## config.mk

```make
export PLATFORM = sky130hd
export DESIGN_NAME = quad_spi_bus_bridge
export DESIGN_NICKNAME = d
export VERILOG_FILES = /design/src/qsb_pkg.sv /design/src/qsb_core.sv /design/src/quad_spi_bus_bridge.sv
export SDC_FILE = /design/constraint.sdc
export NUM_CORES = 1
export LEC_CHECK = 0
export BUFFER_PORTS_ARGS = -buffer_cell sky130_fd_sc_hd__clkbuf_2
export CAP_MARGIN = 20
export CORE_MARGIN = 1
export CORE_UTILIZATION = 41
export CTS_BUF_LIST = sky130_fd_sc_hd__clkbuf_2
export DETAILED_ROUTE_END_ITERATION = 10
export PLACE_DENSITY_LB_ADDON = 0.15
export SETUP_SLACK_MARGIN = 0.5
export SLEW_MARGIN = 20
export SYNTH_ARGS = -nofsm -noshare
export SYNTH_HDL_FRONTEND = slang
export SYNTH_SLANG_ARGS = --single-unit
```

## constraint.sdc

```tcl
create_clock -name i_clk -period 3.4 [get_ports i_clk]
set_clock_uncertainty 0.1 [all_clocks]
set_input_delay 0 -clock i_clk [delete_from_list [all_inputs] [get_ports i_clk]]
set_output_delay 0 -clock i_clk [all_outputs]
set_load 0.01 [all_outputs]
```

## src/qsb_pkg.sv

```systemverilog
// Package for the quad SPI bus bridge: payload types, phase codes and request codes.
package qsb_pkg;

    localparam int PHASE_W = 6;

    localparam logic [PHASE_W-1:0] PH_IDLE   = 6'd0;
    localparam logic [PHASE_W-1:0] PH_SELECT = 6'd1;
    localparam logic [PHASE_W-1:0] PH_CMD    = 6'd2;
    localparam logic [PHASE_W-1:0] PH_ADDR   = 6'd18;
    localparam logic [PHASE_W-1:0] PH_DUMMY  = 6'd26;
    localparam logic [PHASE_W-1:0] PH_DATA   = 6'd28;
    localparam logic [PHASE_W-1:0] PH_DONE   = 6'd44;

    localparam logic [1:0] REQ_NONE  = 2'd0;
    localparam logic [1:0] REQ_READ  = 2'd1;
    localparam logic [1:0] REQ_WRITE = 2'd2;

    localparam logic [7:0] COMMAND_RESET = 8'd235;

    typedef struct packed {
        logic [1:0]  request_kind;
        logic [15:0] request_address;
        logic [31:0] write_word;
        logic [3:0]  miso_lanes;
    } t_in;

    typedef struct packed {
        logic        chip_select_n;
        logic        serial_clock;
        logic [3:0]  mosi_lanes;
        logic        bus_busy;
        logic        bus_done;
        logic [31:0] read_word;
    } t_out;

endpackage

```

## src/qsb_core.sv

```systemverilog
// Frame sequencer: phase state, command register and per-tick lane logic.
module qsb_core (
    input  logic             i_clk,
    input  logic             i_rst_n,
    input  logic             i_fire,
    input  qsb_pkg::t_in     i_item,
    input  logic             i_cfg_we,
    input  logic [7:0]       i_cfg_wdata,
    output qsb_pkg::t_out    o_result
);

    logic [qsb_pkg::PHASE_W-1:0] r_phase, n_phase;
    logic                        r_is_write, n_is_write;
    logic [15:0]                 r_addr, n_addr;
    logic [31:0]                 r_data, n_data;
    logic                        r_polarity, n_polarity;
    logic                        r_sel_low, n_sel_low;
    logic [7:0]                  r_command;

    logic [qsb_pkg::PHASE_W-1:0] w_p;
    logic [qsb_pkg::PHASE_W-1:0] w_off_cmd, w_off_addr, w_off_data;
    logic                        w_start;
    logic [2:0]                  w_cmd_bit;
    logic [1:0]                  w_addr_nib;
    logic [2:0]                  w_data_nib;

    always_comb begin
        w_p = (r_phase > qsb_pkg::PH_DONE) ? qsb_pkg::PH_IDLE : r_phase;
        w_start = (w_p == qsb_pkg::PH_IDLE) &&
                  ((i_item.request_kind == qsb_pkg::REQ_READ) ||
                   (i_item.request_kind == qsb_pkg::REQ_WRITE));
        n_is_write = r_is_write;
        n_addr     = r_addr;
        n_data     = r_data;
        // latch the request when a frame opens
        if (w_start) begin
            w_p        = qsb_pkg::PH_SELECT;
            n_is_write = (i_item.request_kind == qsb_pkg::REQ_WRITE);
            n_addr     = i_item.request_address;
            n_data     = (i_item.request_kind == qsb_pkg::REQ_WRITE) ?
                         i_item.write_word : 32'd0;
        end

        w_off_cmd  = w_p - qsb_pkg::PH_CMD;
        w_off_addr = w_p - qsb_pkg::PH_ADDR;
        w_off_data = w_p - qsb_pkg::PH_DATA;
        w_cmd_bit  = ~w_off_cmd[3:1];
        w_addr_nib = ~w_off_addr[2:1];
        w_data_nib = ~w_off_data[3:1];

        o_result.chip_select_n = 1'b1;
        o_result.serial_clock  = 1'b0;
        o_result.mosi_lanes    = 4'd0;
        o_result.bus_busy      = 1'b0;
        o_result.bus_done      = 1'b0;
        o_result.read_word     = 32'd0;
        n_phase = qsb_pkg::PH_IDLE;

        if ((w_p >= qsb_pkg::PH_SELECT) && (w_p < qsb_pkg::PH_DONE)) begin
            o_result.chip_select_n = 1'b0;
            o_result.bus_busy      = 1'b1;
            n_phase = w_p + 6'd1;
            priority if ((w_p >= qsb_pkg::PH_CMD) && (w_p < qsb_pkg::PH_ADDR)) begin
                o_result.mosi_lanes = {3'd0, r_command[w_cmd_bit]};
            end else if ((w_p >= qsb_pkg::PH_ADDR) && (w_p < qsb_pkg::PH_DUMMY)) begin
                o_result.mosi_lanes = n_addr[{w_addr_nib, 2'b00} +: 4];
            end else if ((w_p >= qsb_pkg::PH_DUMMY) && (w_p < qsb_pkg::PH_DATA)) begin
                o_result.mosi_lanes = n_addr[3:0];
            end else if (w_p >= qsb_pkg::PH_DATA) begin
                if (n_is_write) begin
                    o_result.mosi_lanes = n_data[{w_data_nib, 2'b00} +: 4];
                end else begin
                    o_result.mosi_lanes = n_addr[3:0];
                    // sample on the first tick of each data beat
                    if (!w_off_data[0]) begin
                        n_data[{w_data_nib, 2'b00} +: 4] = i_item.miso_lanes;
                    end
                end
            end
        end else if (w_p == qsb_pkg::PH_DONE) begin
            o_result.bus_done  = 1'b1;
            o_result.read_word = n_is_write ? 32'd0 : n_data;
        end

        n_polarity = r_polarity;
        if (r_sel_low) begin
            n_polarity = ~r_polarity;
            o_result.serial_clock = n_polarity;
        end
        n_sel_low = ~o_result.chip_select_n;
    end

    always_ff @(posedge i_clk) begin
        if (!i_rst_n) begin
            r_phase    <= qsb_pkg::PH_IDLE;
            r_is_write <= 1'b0;
            r_addr     <= 16'd0;
            r_data     <= 32'd0;
            r_polarity <= 1'b0;
            r_sel_low  <= 1'b0;
            r_command  <= qsb_pkg::COMMAND_RESET;
        end else begin
            if (i_fire) begin
                r_phase    <= n_phase;
                r_is_write <= n_is_write;
                r_addr     <= n_addr;
                r_data     <= n_data;
                r_polarity <= n_polarity;
                r_sel_low  <= n_sel_low;
            end
            if (i_cfg_we) begin
                r_command <= i_cfg_wdata;
            end
        end
    end

`ifndef SYNTHESIS
    a_phase_range: assert property (@(posedge i_clk) disable iff (!i_rst_n)
        r_phase <= qsb_pkg::PH_DONE)
        else $error("phase out of range");
    a_sel_tracks_phase: assert property (@(posedge i_clk) disable iff (!i_rst_n)
        i_fire && (n_phase != qsb_pkg::PH_IDLE) && (n_phase != qsb_pkg::PH_DONE)
        |=> r_sel_low)
        else $error("select flag lost inside frame");
    a_done_closes: assert property (@(posedge i_clk) disable iff (!i_rst_n)
        i_fire && o_result.bus_done |=> (r_phase == qsb_pkg::PH_IDLE) && !r_sel_low)
        else $error("done tick did not return to idle");
`endif

endmodule

```

## src/quad_spi_bus_bridge.sv

```systemverilog
// Quad SPI bus bridge: input register, frame sequencer and result register.
// Each transaction goes through the input register, then the result register.
// Throughput: one transaction per unstalled cycle; the sequencer steps once per transaction.
// Output stall holds both stages; the input register refills as the result is taken.
// Reset (synchronous, active low): idle phase, select high, clock polarity zero,
// command register back to its default, both stages empty.
module quad_spi_bus_bridge (
    input  logic             i_clk,
    input  logic             i_rst_n,
    input  logic             i_in_valid,
    output logic             o_in_stall,
    input  qsb_pkg::t_in     i_in_data,
    output logic             o_out_valid,
    input  logic             i_out_stall,
    output qsb_pkg::t_out    o_out_data,
    input  logic             i_cfg_we,
    input  logic [7:0]       i_cfg_wdata
);

    logic          r_in_valid, n_in_valid;
    qsb_pkg::t_in  r_in;
    logic          r_out_valid;
    qsb_pkg::t_out r_out;
    qsb_pkg::t_out w_result;
    logic          w_adv, w_fire, w_load;

    assign w_adv      = !r_out_valid || !i_out_stall;
    assign w_fire     = r_in_valid && w_adv;
    assign o_in_stall = r_in_valid && !w_adv;
    assign w_load     = i_in_valid && !o_in_stall;

    always_comb begin
        priority if (w_load) begin
            n_in_valid = 1'b1;
        end else if (w_fire) begin
            n_in_valid = 1'b0;
        end else begin
            n_in_valid = r_in_valid;
        end
    end

    qsb_core u_core (
        .i_clk       (i_clk),
        .i_rst_n     (i_rst_n),
        .i_fire      (w_fire),
        .i_item      (r_in),
        .i_cfg_we    (i_cfg_we),
        .i_cfg_wdata (i_cfg_wdata),
        .o_result    (w_result)
    );

    always_ff @(posedge i_clk) begin
        if (!i_rst_n) begin
            r_in_valid  <= 1'b0;
            r_out_valid <= 1'b0;
        end else begin
            r_in_valid <= n_in_valid;
            if (w_adv) begin
                r_out_valid <= r_in_valid;
            end
        end
    end

    always_ff @(posedge i_clk) begin
        if (w_load) begin
            r_in <= i_in_data;
        end
        if (w_fire) begin
            r_out <= w_result;
        end
    end

    assign o_out_valid = r_out_valid;
    assign o_out_data  = r_out;

`ifndef SYNTHESIS
    a_busy_select: assert property (@(posedge i_clk) disable iff (!i_rst_n)
        r_out_valid && r_out.bus_busy |-> !r_out.chip_select_n)
        else $error("busy without select low");
    a_done_idle: assert property (@(posedge i_clk) disable iff (!i_rst_n)
        r_out_valid && r_out.bus_done |-> r_out.chip_select_n && !r_out.bus_busy)
        else $error("done inside a frame");
    a_word_on_done: assert property (@(posedge i_clk) disable iff (!i_rst_n)
        r_out_valid && !r_out.bus_done |-> (r_out.read_word == 32'd0))
        else $error("read word outside done tick");
    a_in_held: assert property (@(posedge i_clk) disable iff (!i_rst_n)
        r_in_valid && !w_adv |=> r_in_valid)
        else $error("stage one dropped a transaction");
`endif

endmodule
```

==> results.tsv <==
stage	metric	value	unit
synthesis	yosysSeqAreaShare	55.5	%
worst_setup_path	reg2reg_depth	12	
synthesis	synthAdderAreaFrac	2.00	%
clocking	h-tree-depth	4	
grt	grt_pass1_wl	37.4	mm
clocking	clock_sinks	161	
synthesis	synth_edf_count	94	
drt	antenna_left	0	
timing	slew_headroom	35.3	%
grt	grt_max_degree	52	
die	io_pins	109	
worst_hold_path	min_from	i_in_valid	
drt	drt_pass1_iterations	5	
timing	maxSlewViolCount	0	
grt	antenna_found_initial	1	
clocking	cts.clk_slew.worst_paths	0.26	ns
clocking	cts_buffer_depth	2	
synthesis	ys_types	73	
timing	rsz0062_at_grt	true	
timing	min_period_over_period	89.8	%
die	rows	49	
synthesis	ys_ff_latch	161	
clocking	cts_tree	built	
grt	grt_pass1_vias	6682	
worst_setup_path	path_class	flop to flop	
timing	worstMarginPinSlew	0.971	ns
synthesis	synth_nets	768	
worst_setup_path	crit_end	o_out_data[36]	
drt	viasPerCell	5.52	
die	core_area	18000	µm²
timing	setup_violations	0	
drt	wl_per_cell	19.8	µm
drt	totalWireLength	24.7	mm
grt	grt_overflow	0	
clocking	cts_root_buf	clkbuf_2	
place	dpl.hpwl	16.2	mm
worst_setup_path	path_max_fanout	6	
run_status	status	completed	
worst_setup_path	timing.rr.end	o_out_data[36]	
synthesis	synth_top_area_share	37.6	%
grt	track_usage	27.2	%
synthesis	synthFlopType	edfxtp_1	
worst_setup_path	crit_path_start	u_core.r_phase[2]	
die	fp.dieW	137	µm
synthesis	syn_avg_cell_area	10.9	µm²
drt	route.vias.total	6870	
drt	drt-initial-drc-count	499	
synthesis	synth-simple-area-share	15.0	%
clocking	worstSkewPairLatency	0.76	ns
worst_hold_path	min-delay-path-class	input pin to flop	
place	io_buffers	108	
clocking	numCtsBuffers	17	
synthesis	yosysMostFrequentCell	edfxtp_1	
timing	min_period	3.05	ns
place	gp_congestion	0.886	
synthesis	synth_compound_area_share	19.5	%
cells_and_area	final_core_util	60.2	%
timing	finalSetupTns	0	ns
cells_and_area	area_delta_synth_final	44.2	%
die	start_util	41.7	%
synthesis	syn_inst	689	
timing	holdWs	0.105	ns
synthesis	yosys.area.top_type	edfxtp_1	
cells_and_area	num-fill-cells	1531	
synthesis	synth_area	7500	µm²
synthesis	synth_area_leaders	edfxtp_1 (38%), dfxtp_1 (18%), a21oi_1 (3.9%)	
synthesis	synth_top_family_by_area	compound AO/OA/AOI/OAI gates	
drt	drc_errors	0	
power_and_ir_drop	total_power	0.00407	W
synthesis	muxShareOfSynthArea	3.70	%
worst_setup_path	required	3.94	ns
synthesis	synthArstFlopShare	0	%
synthesis	synth_xor_xnor_area_share	0.584	%
worst_setup_path	r2r_start	u_core.r_phase[2]	
worst_setup_path	r2r_setup_slack	0.35	ns
die	die_y	137	µm
synthesis	yosys_warnings	0	
worst_setup_path	cp.arrival	3.60	ns
power_and_ir_drop	leakage	4.20	nW
power_and_ir_drop	irDropWorstVdd	0.236	mV
die	dieArea	18800	µm²
cells_and_area	drive_above_1_share	30.9	%
worst_setup_path	crit_path_end_kind	flop	
worst_setup_path	critPathLaunchType	flop	
power_and_ir_drop	powerDensity	376	nW/µm²
timing	finalHoldViolCount	0	
cells_and_area	nNetsFinal	1081	
timing	max_freq	328	MHz
synthesis	ys_top_cells_by_count	edfxtp_1 (94), nand2_1 (77), dfxtp_1 (67)	
flow_run	drv_cap	0	
[power breakdown]
part	switching [W]	internal (W)	total (W)
sequential	0.0000638	0.00216	0.00222
clock	0.000735	0.000203	0.000938
combinational	0.000472	0.000434	0.000906
[cell usage in the layout (no fill, tap or decap), types with 8 or more instances in the layout]
cell type      netlist  routed
nand2_1             77      72
a22oi_1             13      12
edfxtp_1            94      94
a21oi_1             59      56
clkbuf_2             0     126
a31oi_1              8       8
mux2i_1             15      14
dfxtp_1             67      61
buf_4                2      78
a22o_1              12      12
a21boi_0            12      11
inv_1               15      11
o21ai_0             25      24
dlygate4sd3_1        0     144
nor3_1              14      10
and3_1              26      25
nor2_1              44      39
a221oi_1            20      18
[worst min-delay path by stage]
| stage | end | slack [ns] | depth (start not counted) |
|---|---|---|---|
| 3_5_place_dp | r_in[31] | 0.08 | 1 |
| 3_3_place_gp | r_in[48] | 0.08 | 1 |
| 5_1_grt | r_in[44] | 0.03 | 3 |
| 2_1_floorplan | r_in[0] | -0.001 | 0 |
| 4_1_cts | r_in[49] | 0.02 | 3 |
| 6_report | r_in[44] | 0.11 | 3 |
[timing repair]
item                                    CTS  global route
hold buffers                            144             0
endpoints found under the setup margin   54            53
hold endpoints to repair                212             0
pin swaps                                22            20
setup buffers                            21            19
gates resized for setup                  35            39
gates cloned                              1             0
[through the flow]
stage / instance area, µm² / std cells / setup slack, ns
floorplan: 7580 / 689 / 0.459
global placement: 8560 / 1027 / 0.206
detailed placement: 8560 / 1027 / 0.236
CTS: 10500 / 1225 / 0.388
global route: 10800 / 1245 / 0.197
finish: 10800 / 1245 / 0.347
[registers in the layout (all words and copies together), names as in the netlist]
register,flops
u_core.r_command,8
u_core.r_addr,16
u_core.r_sel_low,1
o_out_valid,1
r_in_valid,1
u_core.r_data,32
r_in,54
o_out_data,40
u_core.r_is_write,1
u_core.r_phase,6
u_core.r_polarity,1
[logic make-up (layout without fill, tap and decap cells)]
kind of cell	Yosys count	count (layout)
AND/OR/NAND/NOR	213	214
AO/OA/AOI/OAI	210	210
flip-flops	161	161
buffers and inverters	64	389
multiplexers	24	24
adder cells (fa/ha/maj)	12	12
XOR/XNOR	5	5
other	0	1
[area by class of cell]
class                   instances  area, µm²  area share [%]
well taps                     229        287            2.65
multi-input cells             465       3380            31.2
clock inverters                14        104           0.960
diodes                          1       2.50          0.0231
flip-flops and latches        161       4180            38.6
clock buffers                  18       90.1           0.833
inverters                      18       75.1           0.694
repair buffers                339       2700            25.0
[critical path, cell delays in order, from the launching register on]
cell and delay (ns):
dfxtp_2 0.42, or4_4 0.57, a221oi_4 0.24, o32a_1 0.29, inv_2 0.08, ha_4 0.16, a21boi_2 0.14, nor3b_2 0.19
o31a_1 0.26, buf_6 0.15, nand2_4 0.06, nor2_2 0.13, a31o_1 0.16
[routing by layer]
metal / GRT usage [%] / vias to the layer above / wire (µm)
met3: 5.89 / 34 / 1420
met1: 36.2 / 3389 / 10900
li1: - / 3224 / -
met4: 9.22 / 0 / 547
met5: 0 / - / 0
met2: 43.6 / 223 / 11800
No activity file was read; power rests on OpenSTA's default activity.
